[src/rtl/iupy_pkg.sv]
`timescale 1ns / 1ps
// Shared types and constants for the IMU frame parser with yaw unwrap.
// No dependencies; used by every module of the block.
package iupy_pkg;

  // Frame framing bytes
  localparam logic [7:0] HEADER_BYTE = 8'h55;
  localparam logic [7:0] TYPE_ACCEL  = 8'h51;
  localparam logic [7:0] TYPE_GYRO   = 8'h52;
  localparam logic [7:0] TYPE_ANGLE  = 8'h53;
  localparam logic [7:0] TYPE_QUAT   = 8'h59;

  // Result kind codes
  localparam logic [1:0] KIND_ACCEL = 2'd0;
  localparam logic [1:0] KIND_GYRO  = 2'd1;
  localparam logic [1:0] KIND_ANGLE = 2'd2;
  localparam logic [1:0] KIND_QUAT  = 2'd3;

  // Byte positions within a frame (bytes held so far)
  localparam logic [3:0] POS_HUNT  = 4'd0;
  localparam logic [3:0] POS_TYPE  = 4'd1;
  localparam logic [3:0] POS_DATA0 = 4'd2;
  localparam logic [3:0] POS_CSUM  = 4'd10;

  // Depth of the queue between parser and unwrap stage
  localparam int FQ_DEPTH = 4;

  typedef struct packed {
    logic        valid;
    logic [1:0]  kind;
  } kind_lookup_t;

  // One parsed frame handed from the front to the back
  typedef struct packed {
    logic [1:0]         kind;
    logic               good;
    logic signed [15:0] word_a;
    logic signed [15:0] word_b;
    logic signed [15:0] word_c;
    logic signed [15:0] word_d;
  } frame_t;

  function automatic kind_lookup_t kind_of(input logic [7:0] t);
    kind_lookup_t r;
    r.valid = 1'b1;
    r.kind  = KIND_ACCEL;
    case (t)
      TYPE_ACCEL: r.kind = KIND_ACCEL;
      TYPE_GYRO:  r.kind = KIND_GYRO;
      TYPE_ANGLE: r.kind = KIND_ANGLE;
      TYPE_QUAT:  r.kind = KIND_QUAT;
      default:    r.valid = 1'b0;
    endcase
    return r;
  endfunction

endpackage

[src/rtl/iupy_front.sv]
`timescale 1ns / 1ps
// Byte-level frame parser: hunts headers, checks types, sums the checksum.
// Depends on iupy_pkg; pushes completed frames into iupy_fq.
module iupy_front (
  input  logic                  clk,
  input  logic                  rst,
  input  logic                  push,
  input  logic [7:0]            rx_byte,
  input  logic                  q_full,
  output logic                  full,
  output logic                  q_wr,
  output iupy_pkg::frame_t      q_data
);

  logic [3:0] pos;
  logic [3:0] pos_next;
  logic [7:0] sum;
  logic [7:0] sum_next;
  logic [1:0] kind;
  logic [1:0] kind_next;
  logic [7:0] data [0:7];
  logic       take;
  logic [2:0] data_idx;
  iupy_pkg::kind_lookup_t lk;

  assign full     = q_full;
  assign take     = push && !q_full;
  assign lk       = iupy_pkg::kind_of(rx_byte);
  assign data_idx = 3'(pos - iupy_pkg::POS_DATA0);

  always_comb begin
    pos_next  = pos;
    sum_next  = sum;
    kind_next = kind;
    q_wr      = 1'b0;
    if (take) begin
      if (pos == iupy_pkg::POS_HUNT || pos > iupy_pkg::POS_CSUM) begin
        pos_next = (rx_byte == iupy_pkg::HEADER_BYTE) ? iupy_pkg::POS_TYPE
                                                       : iupy_pkg::POS_HUNT;
        sum_next = iupy_pkg::HEADER_BYTE;
      end else if (pos == iupy_pkg::POS_TYPE) begin
        if (lk.valid) begin
          pos_next  = iupy_pkg::POS_DATA0;
          sum_next  = sum + rx_byte;
          kind_next = lk.kind;
        end else begin
          // unsupported type: a header byte restarts a frame
          pos_next = (rx_byte == iupy_pkg::HEADER_BYTE) ? iupy_pkg::POS_TYPE
                                                         : iupy_pkg::POS_HUNT;
          sum_next = iupy_pkg::HEADER_BYTE;
        end
      end else if (pos == iupy_pkg::POS_CSUM) begin
        q_wr     = 1'b1;
        pos_next = (rx_byte == iupy_pkg::HEADER_BYTE) ? iupy_pkg::POS_TYPE
                                                       : iupy_pkg::POS_HUNT;
        sum_next = iupy_pkg::HEADER_BYTE;
      end else begin
        pos_next = pos + 4'd1;
        sum_next = sum + rx_byte;
      end
    end
  end

  always_comb begin
    q_data.kind   = kind;
    q_data.good   = (sum == rx_byte);
    q_data.word_a = {data[1], data[0]};
    q_data.word_b = {data[3], data[2]};
    q_data.word_c = {data[5], data[4]};
    q_data.word_d = {data[7], data[6]};
  end

  always_ff @(posedge clk) begin
    if (rst) begin
      pos  <= iupy_pkg::POS_HUNT;
      sum  <= iupy_pkg::HEADER_BYTE;
      kind <= iupy_pkg::KIND_ACCEL;
    end else begin
      pos  <= pos_next;
      sum  <= sum_next;
      kind <= kind_next;
    end
  end

  // hold data bytes in place by position
  always_ff @(posedge clk) begin
    if (take && pos >= iupy_pkg::POS_DATA0 && pos < iupy_pkg::POS_CSUM) begin
      data[data_idx] <= rx_byte;
    end
  end

endmodule

[src/rtl/iupy_fq.sv]
`timescale 1ns / 1ps
// Short frame queue decoupling the parser from the unwrap stage.
// Depends on iupy_pkg for the frame record and queue depth.
module iupy_fq (
  input  logic             clk,
  input  logic             rst,
  input  logic             wr,
  input  iupy_pkg::frame_t wr_data,
  input  logic             rd,
  output iupy_pkg::frame_t rd_data,
  output logic             not_empty,
  output logic             q_full
);

  localparam int PW = $clog2(iupy_pkg::FQ_DEPTH);
  localparam int CW = $clog2(iupy_pkg::FQ_DEPTH + 1);

  iupy_pkg::frame_t mem [0:iupy_pkg::FQ_DEPTH-1];
  logic [PW-1:0] wp;
  logic [PW-1:0] rp;
  logic [CW-1:0] cnt;
  logic          do_wr;
  logic          do_rd;

  assign q_full    = (cnt == CW'(iupy_pkg::FQ_DEPTH));
  assign not_empty = (cnt != '0);
  assign do_wr     = wr && !q_full;
  assign do_rd     = rd && not_empty;
  assign rd_data   = mem[rp];

  always_ff @(posedge clk) begin
    if (do_wr) begin
      mem[wp] <= wr_data;
    end
  end

  always_ff @(posedge clk) begin
    if (rst) begin
      wp  <= '0;
      rp  <= '0;
      cnt <= '0;
    end else begin
      if (do_wr) wp <= (wp == PW'(iupy_pkg::FQ_DEPTH - 1)) ? '0 : wp + PW'(1);
      if (do_rd) rp <= (rp == PW'(iupy_pkg::FQ_DEPTH - 1)) ? '0 : rp + PW'(1);
      if (do_wr && !do_rd) cnt <= cnt + CW'(1);
      else if (do_rd && !do_wr) cnt <= cnt - CW'(1);
    end
  end

  a_cnt_bound: assert property (@(posedge clk) disable iff (rst)
    cnt <= CW'(iupy_pkg::FQ_DEPTH))
    else $error("frame queue count above depth");

  a_rd_advances: assert property (@(posedge clk) disable iff (rst)
    (do_rd && !do_wr) |=> (cnt == $past(cnt) - CW'(1)))
    else $error("frame queue read did not drop count");

endmodule

[src/rtl/iupy_back.sv]
`timescale 1ns / 1ps
// Back stage: frame counters, yaw unwrap and the result output register.
// Depends on iupy_pkg; fed by iupy_fq.
module iupy_back #(
  parameter int COUNT_BITS = 16,
  parameter int YAW_BITS   = 32
) (
  input  logic               clk,
  input  logic               rst,
  input  logic               q_valid,
  input  iupy_pkg::frame_t   q_data,
  output logic               q_rd,
  input  logic               pop,
  output logic               empty,
  output logic [1:0]         frame_kind,
  output logic               checksum_good,
  output logic signed [15:0] word_a,
  output logic signed [15:0] word_b,
  output logic signed [15:0] word_c,
  output logic signed [15:0] word_d,
  output logic               yaw_updated,
  output logic signed [31:0] yaw_continuous,
  output logic [15:0]        good_frames,
  output logic [15:0]        bad_frames
);

  logic                  out_valid;
  logic                  angle_seen;
  logic                  angle_seen_next;
  logic [15:0]           last_yaw;
  logic [15:0]           last_yaw_next;
  logic [YAW_BITS-1:0]   acc;
  logic [YAW_BITS-1:0]   acc_next;
  logic [COUNT_BITS-1:0] good_count;
  logic [COUNT_BITS-1:0] good_count_next;
  logic [COUNT_BITS-1:0] bad_count;
  logic [COUNT_BITS-1:0] bad_count_next;
  logic                  upd;
  logic [15:0]           yaw;
  logic [15:0]           delta;
  logic [YAW_BITS+31:0]  acc_wide;
  logic [COUNT_BITS+15:0] good_wide;
  logic [COUNT_BITS+15:0] bad_wide;

  assign q_rd  = q_valid && (!out_valid || pop);
  assign empty = !out_valid;
  assign yaw   = q_data.word_c;
  assign delta = yaw - last_yaw;
  assign upd   = q_data.good && (q_data.kind == iupy_pkg::KIND_ANGLE);

  always_comb begin
    good_count_next = good_count;
    bad_count_next  = bad_count;
    acc_next        = acc;
    last_yaw_next   = last_yaw;
    angle_seen_next = angle_seen;
    if (q_data.good) good_count_next = good_count + COUNT_BITS'(1);
    else             bad_count_next  = bad_count + COUNT_BITS'(1);
    if (upd) begin
      if (angle_seen) acc_next = acc + {{(YAW_BITS-16){delta[15]}}, delta};
      else            acc_next = {{(YAW_BITS-16){yaw[15]}}, yaw};
      last_yaw_next   = yaw;
      angle_seen_next = 1'b1;
    end
  end

  assign acc_wide  = {32'b0, acc_next};
  assign good_wide = {16'b0, good_count_next};
  assign bad_wide  = {16'b0, bad_count_next};

  always_ff @(posedge clk) begin
    if (rst) begin
      out_valid  <= 1'b0;
      angle_seen <= 1'b0;
      last_yaw   <= '0;
      acc        <= '0;
      good_count <= '0;
      bad_count  <= '0;
    end else begin
      if (q_rd) begin
        out_valid  <= 1'b1;
        angle_seen <= angle_seen_next;
        last_yaw   <= last_yaw_next;
        acc        <= acc_next;
        good_count <= good_count_next;
        bad_count  <= bad_count_next;
      end else if (pop) begin
        out_valid <= 1'b0;
      end
    end
  end

  // result register payload
  always_ff @(posedge clk) begin
    if (q_rd) begin
      frame_kind     <= q_data.kind;
      checksum_good  <= q_data.good;
      word_a         <= q_data.word_a;
      word_b         <= q_data.word_b;
      word_c         <= q_data.word_c;
      word_d         <= q_data.word_d;
      yaw_updated    <= upd;
      yaw_continuous <= acc_wide[31:0];
      good_frames    <= good_wide[15:0];
      bad_frames     <= bad_wide[15:0];
    end
  end

  a_upd_is_good_angle: assert property (@(posedge clk) disable iff (rst)
    (out_valid && yaw_updated) |->
      (checksum_good && frame_kind == iupy_pkg::KIND_ANGLE))
    else $error("yaw update flagged on a non-angle or bad frame");

  a_bad_counts: assert property (@(posedge clk) disable iff (rst)
    (q_rd && !q_data.good) |=> (bad_count == $past(bad_count) + COUNT_BITS'(1)))
    else $error("bad frame not counted");

  a_seen_sticks: assert property (@(posedge clk) disable iff (rst)
    angle_seen |=> angle_seen)
    else $error("angle seed flag dropped");

endmodule

[src/rtl/imu_frame_parser_yaw_unwrap.sv]
`timescale 1ns / 1ps
// IMU frame parser with yaw unwrap: top level. Depends on iupy_pkg, iupy_front,
// iupy_fq and iupy_back.
//
// Feed received serial bytes through push/full, one byte per clock at full
// rate. The parser hunts for the 0x55 header, accepts type bytes 0x51 (accel),
// 0x52 (gyro), 0x53 (angle) and 0x59 (quaternion), collects eight data bytes
// and checks the 8-bit sum in the eleventh byte. An unsupported type byte or a
// finished frame restarts the hunt, and a 0x55 in that place is taken as the
// next header. Each completed frame yields one request on the result side
// (empty/pop): its kind, checksum status, the four little-endian signed words
// and running good/bad frame counts. Good angle frames unwrap the yaw word into
// a wrapping accumulator of 65536 units per turn; the first one seeds it and a
// half-turn step counts as -180 degrees. The input takes one byte per cycle; the
// edge that takes a checksum byte writes the frame into the queue, and the
// unwrap stage loads it from there into the result register, behind any
// earlier frames, once that register is free. Input stalls only while the
// four-entry frame queue between parser and unwrap stage is full, which needs
// the result side to hold off pop for several frames.
module imu_frame_parser_yaw_unwrap #(
  parameter int COUNT_BITS = 16,
  parameter int YAW_BITS   = 32
) (
  input  logic               clk,
  input  logic               rst,
  input  logic [7:0]         rx_byte,
  input  logic               push,
  output logic               full,
  output logic               empty,
  input  logic               pop,
  output logic [1:0]         frame_kind,
  output logic               checksum_good,
  output logic signed [15:0] word_a,
  output logic signed [15:0] word_b,
  output logic signed [15:0] word_c,
  output logic signed [15:0] word_d,
  output logic               yaw_updated,
  output logic signed [31:0] yaw_continuous,
  output logic [15:0]        good_frames,
  output logic [15:0]        bad_frames
);

  // parser -> queue
  logic             fq_wr;
  iupy_pkg::frame_t fq_wr_data;
  logic             fq_full;
  // queue -> unwrap stage
  logic             fq_rd;
  iupy_pkg::frame_t fq_rd_data;
  logic             fq_not_empty;

  // Front: accept bytes, classify and checksum frames
  iupy_front u_front (
    .clk     (clk),
    .rst     (rst),
    .push    (push),
    .rx_byte (rx_byte),
    .q_full  (fq_full),
    .full    (full),
    .q_wr    (fq_wr),
    .q_data  (fq_wr_data)
  );

  // Queue: let parser and result side stall independently
  iupy_fq u_fq (
    .clk       (clk),
    .rst       (rst),
    .wr        (fq_wr),
    .wr_data   (fq_wr_data),
    .rd        (fq_rd),
    .rd_data   (fq_rd_data),
    .not_empty (fq_not_empty),
    .q_full    (fq_full)
  );

  // Back: count frames, unwrap yaw, hold the result until popped
  iupy_back #(
    .COUNT_BITS (COUNT_BITS),
    .YAW_BITS   (YAW_BITS)
  ) u_back (
    .clk            (clk),
    .rst            (rst),
    .q_valid        (fq_not_empty),
    .q_data         (fq_rd_data),
    .q_rd           (fq_rd),
    .pop            (pop),
    .empty          (empty),
    .frame_kind     (frame_kind),
    .checksum_good  (checksum_good),
    .word_a         (word_a),
    .word_b         (word_b),
    .word_c         (word_c),
    .word_d         (word_d),
    .yaw_updated    (yaw_updated),
    .yaw_continuous (yaw_continuous),
    .good_frames    (good_frames),
    .bad_frames     (bad_frames)
  );

endmodule
[config.mk]
export PLATFORM = sky130hd
export DESIGN_NAME = imu_frame_parser_yaw_unwrap
export DESIGN_NICKNAME = d
export VERILOG_FILES = /design/src/rtl/iupy_pkg.sv /design/src/rtl/iupy_front.sv /design/src/rtl/iupy_fq.sv /design/src/rtl/iupy_back.sv /design/src/rtl/imu_frame_parser_yaw_unwrap.sv
export SDC_FILE = /design/constraint.sdc
export NUM_CORES = 1
export LEC_CHECK = 0
export ABC_CLOCK_PERIOD_IN_PS = 7700
export BUFFER_PORTS_ARGS = -buffer_cell sky130_fd_sc_hd__buf_2
export CORE_AREA = 2 2 271 273
export CTS_BUF_LIST = sky130_fd_sc_hd__clkbuf_8
export CTS_CLUSTER_DIAMETER = 30
export DETAILED_ROUTE_END_ITERATION = 10
export DIE_AREA = 0 0 273 275
export PLACE_DENSITY = 0.56
export SLEW_MARGIN = 20
export SYNTH_ARGS = -nofsm -noshare
export SYNTH_HDL_FRONTEND = slang
export SYNTH_SLANG_ARGS = --single-unit
[constraint.sdc]
create_clock -name clk -period 7.7 [get_ports clk]
set_clock_uncertainty 0.05 [all_clocks]
set_input_delay 2.31 -clock clk [delete_from_list [all_inputs] [get_ports clk]]
set_output_delay 2.31 -clock clk [all_outputs]
set_load 0.005 [all_outputs]
# --- Yosys cells after proc, flatten, opt, wreduce, memory -nomap -nowiden ---
# Memories as Yosys holds them, arrays and structs flattened. A register that Yosys moved wholly into a read port is not among the register bits.
# Cells that the tools add are included.
op_classes:
  addsub: 11
  magnitude_cmp: 3
  n_eq_ne: 12
  muxes: 31
  bitwise: 1
  reduce_logical: 22
op_table:
  columns: ["cell", "n"]
  rows:
  - ["32-bit 2-to-1 mux", 2]
  - ["8-bit by 7-bit equality test with 1-bit output (second input constant)", 5]
  - ["16-bit by 1-bit adder with 16-bit output (second input constant)", 2]
  - ["32-bit adder", 1]
  - ["16-bit 2-to-1 mux", 2]
  - ["8-bit 2-to-1 mux", 4]
  - ["4-bit 2-to-1 mux", 4]
  - ["16-bit subtractor", 1]
  - ["1-bit 2-to-1 mux", 12]
  - ["1-bit logical AND", 9]
  - ["8-bit adder", 1]
  - ["8-bit equality test", 1]
  - ["2-bit 2-to-1 mux", 4]
  - ["2-bit equality test (second input constant)", 3]
  - ["3-bit 2-to-1 mux", 2]
  - ["2-bit one-hot mux with 3 select lines", 1]
  - ["2-bit by 1-bit adder with 2-bit output (second input constant)", 2]
  - ["4-bit by 1-bit adder with 4-bit output (second input constant)", 1]
  - ["4-bit by 1-bit equality test with 1-bit output (second input constant)", 1]
  - ["4-bit equality test (second input constant)", 1]
  - ["4-bit by 2-bit >= comparator with 1-bit output (second input constant)", 1]
  - ["4-bit greater-than comparator (second input constant)", 1]
  - ["1-bit logical NOT", 4]
  - ["4-bit logical NOT", 1]
  - ["other kinds (12)", 14]
word_totals:
  regBits: 235
  ramBits: 332
  in_bits: 12
  output_inout_bits: 134
  n_memories: 2
mem_list:
  columns: ["name", "depth", "word_bits", "read_ports", "rd_clocked_by_memory_dff", "write_ports", "line_no", "rtl"]
  rows:
  - ["u_fq.mem", 4, 67, 1, 1, 1, "iupy_fq.sv:18", "iupy_pkg::frame_t mem [0:iupy_pkg::FQ_DEPTH-1];"]
  - ["u_front.data", 8, 8, 8, 0, 1, "iupy_front.sv:21", "logic [7:0] data [0:7];"]

# --- Depth between registers and ports, before layout ---
depth:
  depth_word: 10
  mapped_depth: 26
  mapped_depth_nobuf: 24

# --- By module ---
# Synthesis repeated with hierarchy kept, for this count alone.
hier_totals:
  hier_cells: 1625
  hier_area_um2: 23775.3
by_module_without_submodules:
  columns: ["module", "instances", "cells_per_inst", "area_each_um2", "seq_area_each_um2"]
  rows:
  - ["iupy_back", 1, 1013, 10517.6, 5605.4]
  - ["iupy_fq", 1, 400, 10173.5, 8227.9]
  - ["iupy_front", 1, 212, 3084.2, 2202.1]

# --- Worst setup path before layout ---
# OpenSTA, ideal clock, no wires.
synth_path:
  path_kind: "input to register"
  from: "in pop"
  to: "reg u_back.bad_count[10]"
  arrival_ns: 7.138
  t_required_ns: 7.522
  path_slack_ns: 0.384
  stages: 8
  path_cell_list: "inv_1 a21o_1 clkbuf_1 clkinv_1 clkbuf_1 nand2_1 xor2_1 nor2_1"
synth_via:
  elab_chain_len: 2
synth_rtl:
  columns: ["item", "line_no", "rtl"]
  rows:
  - ["from (decl)", "imu_frame_parser_yaw_unwrap.sv:30", "input logic pop,"]
  - ["1-bit logical OR", "iupy_back.sv:45", "assign q_rd = q_valid && (!out_valid || pop);"]
  - ["1-bit logical AND", "iupy_back.sv:45", null]
  - ["via fq_rd", "imu_frame_parser_yaw_unwrap.sv:48", "logic fq_rd;"]
  - ["to (signal assigned)", "iupy_back.sv:86", "bad_count <= bad_count_next;"]
  - ["to (decl)", "iupy_back.sv:36", "logic [COUNT_BITS-1:0] bad_count;"]
# The timed path passes the listed nets, and every way through them passes these cells.
# A chain may end at the register's enable or synchronous reset.

==> results.toml <==
[setup_path]
startpoint_type = "flip-flop"
crit_slowest_cell = "dfxtp_4"
crit_chain = "mux4_2 -> inv_1 -> ha_1 -> inv_1 -> fa_1 -> a21o_1 -> a21o_1 -> a21oi_1 -> o21ai_0 -> a211oi_1 -> nor2_1 -> or3_1 -> a2111o_1 -> o2111ai_1 -> ha_1 -> and4_1 -> a21o_1 -> or2_2 -> a21oi_1 -> o21ai_0 -> a221oi_1 -> mux2_2 -> a21oi_1"
cpPeakStageDelay_ns = 0.69
crit_type = "flip-flop to flip-flop"
cp_data_arrival_time_ns = 7.26
crit_fanout = 23
endpoint_kind = "flip-flop"
cp_data_required_time_ns = 8.17

[global_routing]
use_met1 = 0.178
grt_pass1_wl_um = 82400
grt_pass1_vias = 14400
grtUsageTotal = 0.142
grtUsageMet3 = 0.0272
busiest_layer = "met2"
grtUsageMet2 = 0.243
grt_start_max_net_pins = 106
antenna_found_initial = 4
grt-ovfl-total = 0

[finish]
seqCellArea_um2 = 16000
areaGrowthSynthToFinish_pct = 18.1
multiInputGateArea_um2 = 7140
finalNetCount = 1901
drive_gt1_frac = 0.225
stdcell_count = 2862
fillCellCount = 6815
fin_util = 0.385

[power_and_ir_drop]
p_leak_uw = 0.00996
max-vdd-ir-drop_uv = 229
p_total_uw = 10500
power.density_nw_per_um2 = 376

[drt]
routed_wirelength_um = 53000
drc = 0
vias = 13800
drtIter0Drc = 842
detail-route-antenna-nets = 0
wl_per_cell_um = 18.5
drtPass1Iterations = 5
via_per_inst = 4.83

[timing]
fin_crit_sh = 0.881
slew_viol_final = 0
slew_headroom = 0.330
rsz0062_at_grt = "no"
setup_viol = 0
fmax_mhz = 147
finalWorstSetupSlack_ns = 0.918
finalHoldViolCount = 0
min_period_ns = 6.78
worstMarginPinSlew_ns = 1.00
setup_tns_ns = 0

[floorplanning]
die_area_um2 = 75100
io-pin-count = 146
start_util = 0.326
die_w_um = 273
core-area_um2 = 72300
rows = 99
die_y_um = 275

[placed_design]
place_inst = 2662
dp_slack_ns = 0.775
gp_congestion = 0.846
post-dp-hpwl_um = 32900
io_buffers = 145

[min_path]
hold_class = "flip-flop to flip-flop"

[synthesis]
synth_compound_area_frac = 0.0696
synthXorXnorAreaFrac = 0.0370
yosysTopAreaCellShare = 0.591
yosys.area_share.adder = 0.0416
synthCells = 1605
ys_seq_area_frac = 0.680
synth-async-reset-ratio = 0
synth.area.mux_share = 0.0722
synth-main-ff-cell = "edfxtp_1"
synth_top_family_by_area = "simple AND/OR/NAND/NOR gates"
synth-seq-cells = 569
yosys.area_share.simple = 0.0813
ys_types = 65
avgSynthCellArea_um2 = 14.7
yosysTopAreaCell = "edfxtp_1"
synthTopCellsByArea = "edfxtp_1 (59%), dfxtp_1 (8.9%), mux4_2 (6.4%)"
synth_edf_count = 464
yosys_warnings = 0
syn_nets = 1693
synth.cell_area_um2 = 23600

[clocking]
post_cts_resized = 0
clock_path_buffers = 3
numCtsBuffers = 108
clock_sinks = 569
cts_setup_buffers = 0
cts_tree = "built"
clk_pin_slew_ns = 0.06
clock_latency_ns = 0.70
cts.hold.buffers_added = 0
cts_root_buf = "clkbuf_8"
htreeDepth = 3

[run_status]
status = "finished, final reports clean"

[job]
drv_cap = 0
registers in the layout (all words and copies together), names as in the netlist, 3 cells and up, named ones only:
signal and cells:
u_fq.mem 268, u_front.data 64, u_back.acc 32, u_back.yaw_continuous 32, u_back.bad_count 16, u_back.bad_frames 16, u_back.good_count 16, u_back.good_frames 16
u_back.last_yaw 16, u_back.word_a 16, u_back.word_b 16, u_back.word_c 16, u_back.word_d 16, u_front.sum 8, u_front.pos 4, u_fq.cnt 3
cells in the final DEF (no fill, tap or decap), types with 6 or more instances in the layout:
cell and n:
o21bai_1 12, nand4_1 9, o21ai_0 61, nand2b_1 11, nor2b_1 7, inv_1 57
edfxtp_1 464, mux2i_1 16, a31oi_1 8, clkinv_1 16, xnor2_1 33, nor2_1 124
or3_1 12, bufinv_16 14, a21oi_1 92, a211oi_1 32, and3_1 10, ha_1 72
clkbuf_8 114, nand3_1 26, mux4_2 67, buf_4 24, clkinvlp_4 16, dfxtp_1 103
xor2_1 64, nand2_1 123, buf_2 144, a21o_1 28, clkinv_2 9, nor3_1 24
and2_1 6
synth_stat cells (all sizes together), types with 9 or more instances:
cell / instances
o21ai: 61
and2: 10
nor3: 29
and3: 16
xor2: 64
xnor2: 33
nand2: 123
mux4: 67
a21oi: 92
a211oi: 32
dfxtp: 105
nand4: 9
inv: 36
a21o: 28
nand3: 27
ha: 72
nand2b: 11
buf: 22
mux2i: 16
o21bai: 12
or3: 12
clkbuf: 48
nor2: 126
edfxtp: 464
worst max-delay path: cells and delay by family (launching register included):
family / cells / cell delay, ns
compound gates: 12 / 2.90
mux: 2 / 1.01
simple gates: 4 / 0.97
fa+ha+maj: 3 / 0.88
flops: 1 / 0.69
buf+inv: 2 / 0.15
power by group:
group	total [uW]	internal, uW	switching, uW
Clock	3200	1870	1330
Combinational	3050	1200	1850
Sequential	4200	3950	257
Total	10500	7020	3440
per-layer routing:
layer	vias to the layer above	wire length, um
met1	6917	22700
met4	0	1150
li1	6507	-
met5	-	0
met3	82	2370
met2	305	26700
area by class of cell:
type                            count  area share
Inverter                           37     0.00517
Multi-Input combinational cell    929       0.257
Clock buffer                      114      0.0564
Clock inverter                     85      0.0298
Tap cell                          959      0.0431
Antenna cell                        1   0.0000899
Sequential cell                   569       0.576
Timing Repair Buffer              168      0.0324
worst paths after layout:
kind	from	endpoint	slack, ns	cells after the start
max	flip-flop	u_back.yaw_continuous[29]	0.92	23
min	u_back.last_yaw[13]	u_back.last_yaw[13]	0.40	2
max reg2reg	flip-flop	u_back.yaw_continuous[29]	0.92	23
min reg2reg	u_back.last_yaw[13]	u_back.last_yaw[13]	0.40	2
logic make-up after synthesis:
| family | count (synthesis) |
|---|---|
| compound gates | 267 |
| xor+xnor | 98 |
| fa+ha+maj | 76 |
| buf+inv | 107 |
| flops | 569 |
| mux | 86 |
| simple gates | 402 |
stage by stage:
| stage | hold slack [ns] | instance area, um^2 |
|---|---|---|
| after floorplan | 0.386 | 23600 |
| after global placement | 0.394 | 25400 |
| after detailed placement | 0.398 | 25400 |
| after CTS | 0.406 | 27800 |
| after global routing | 0.420 | 27800 |
| final | 0.405 | 27800 |
(Power assumes the default switching activity.)
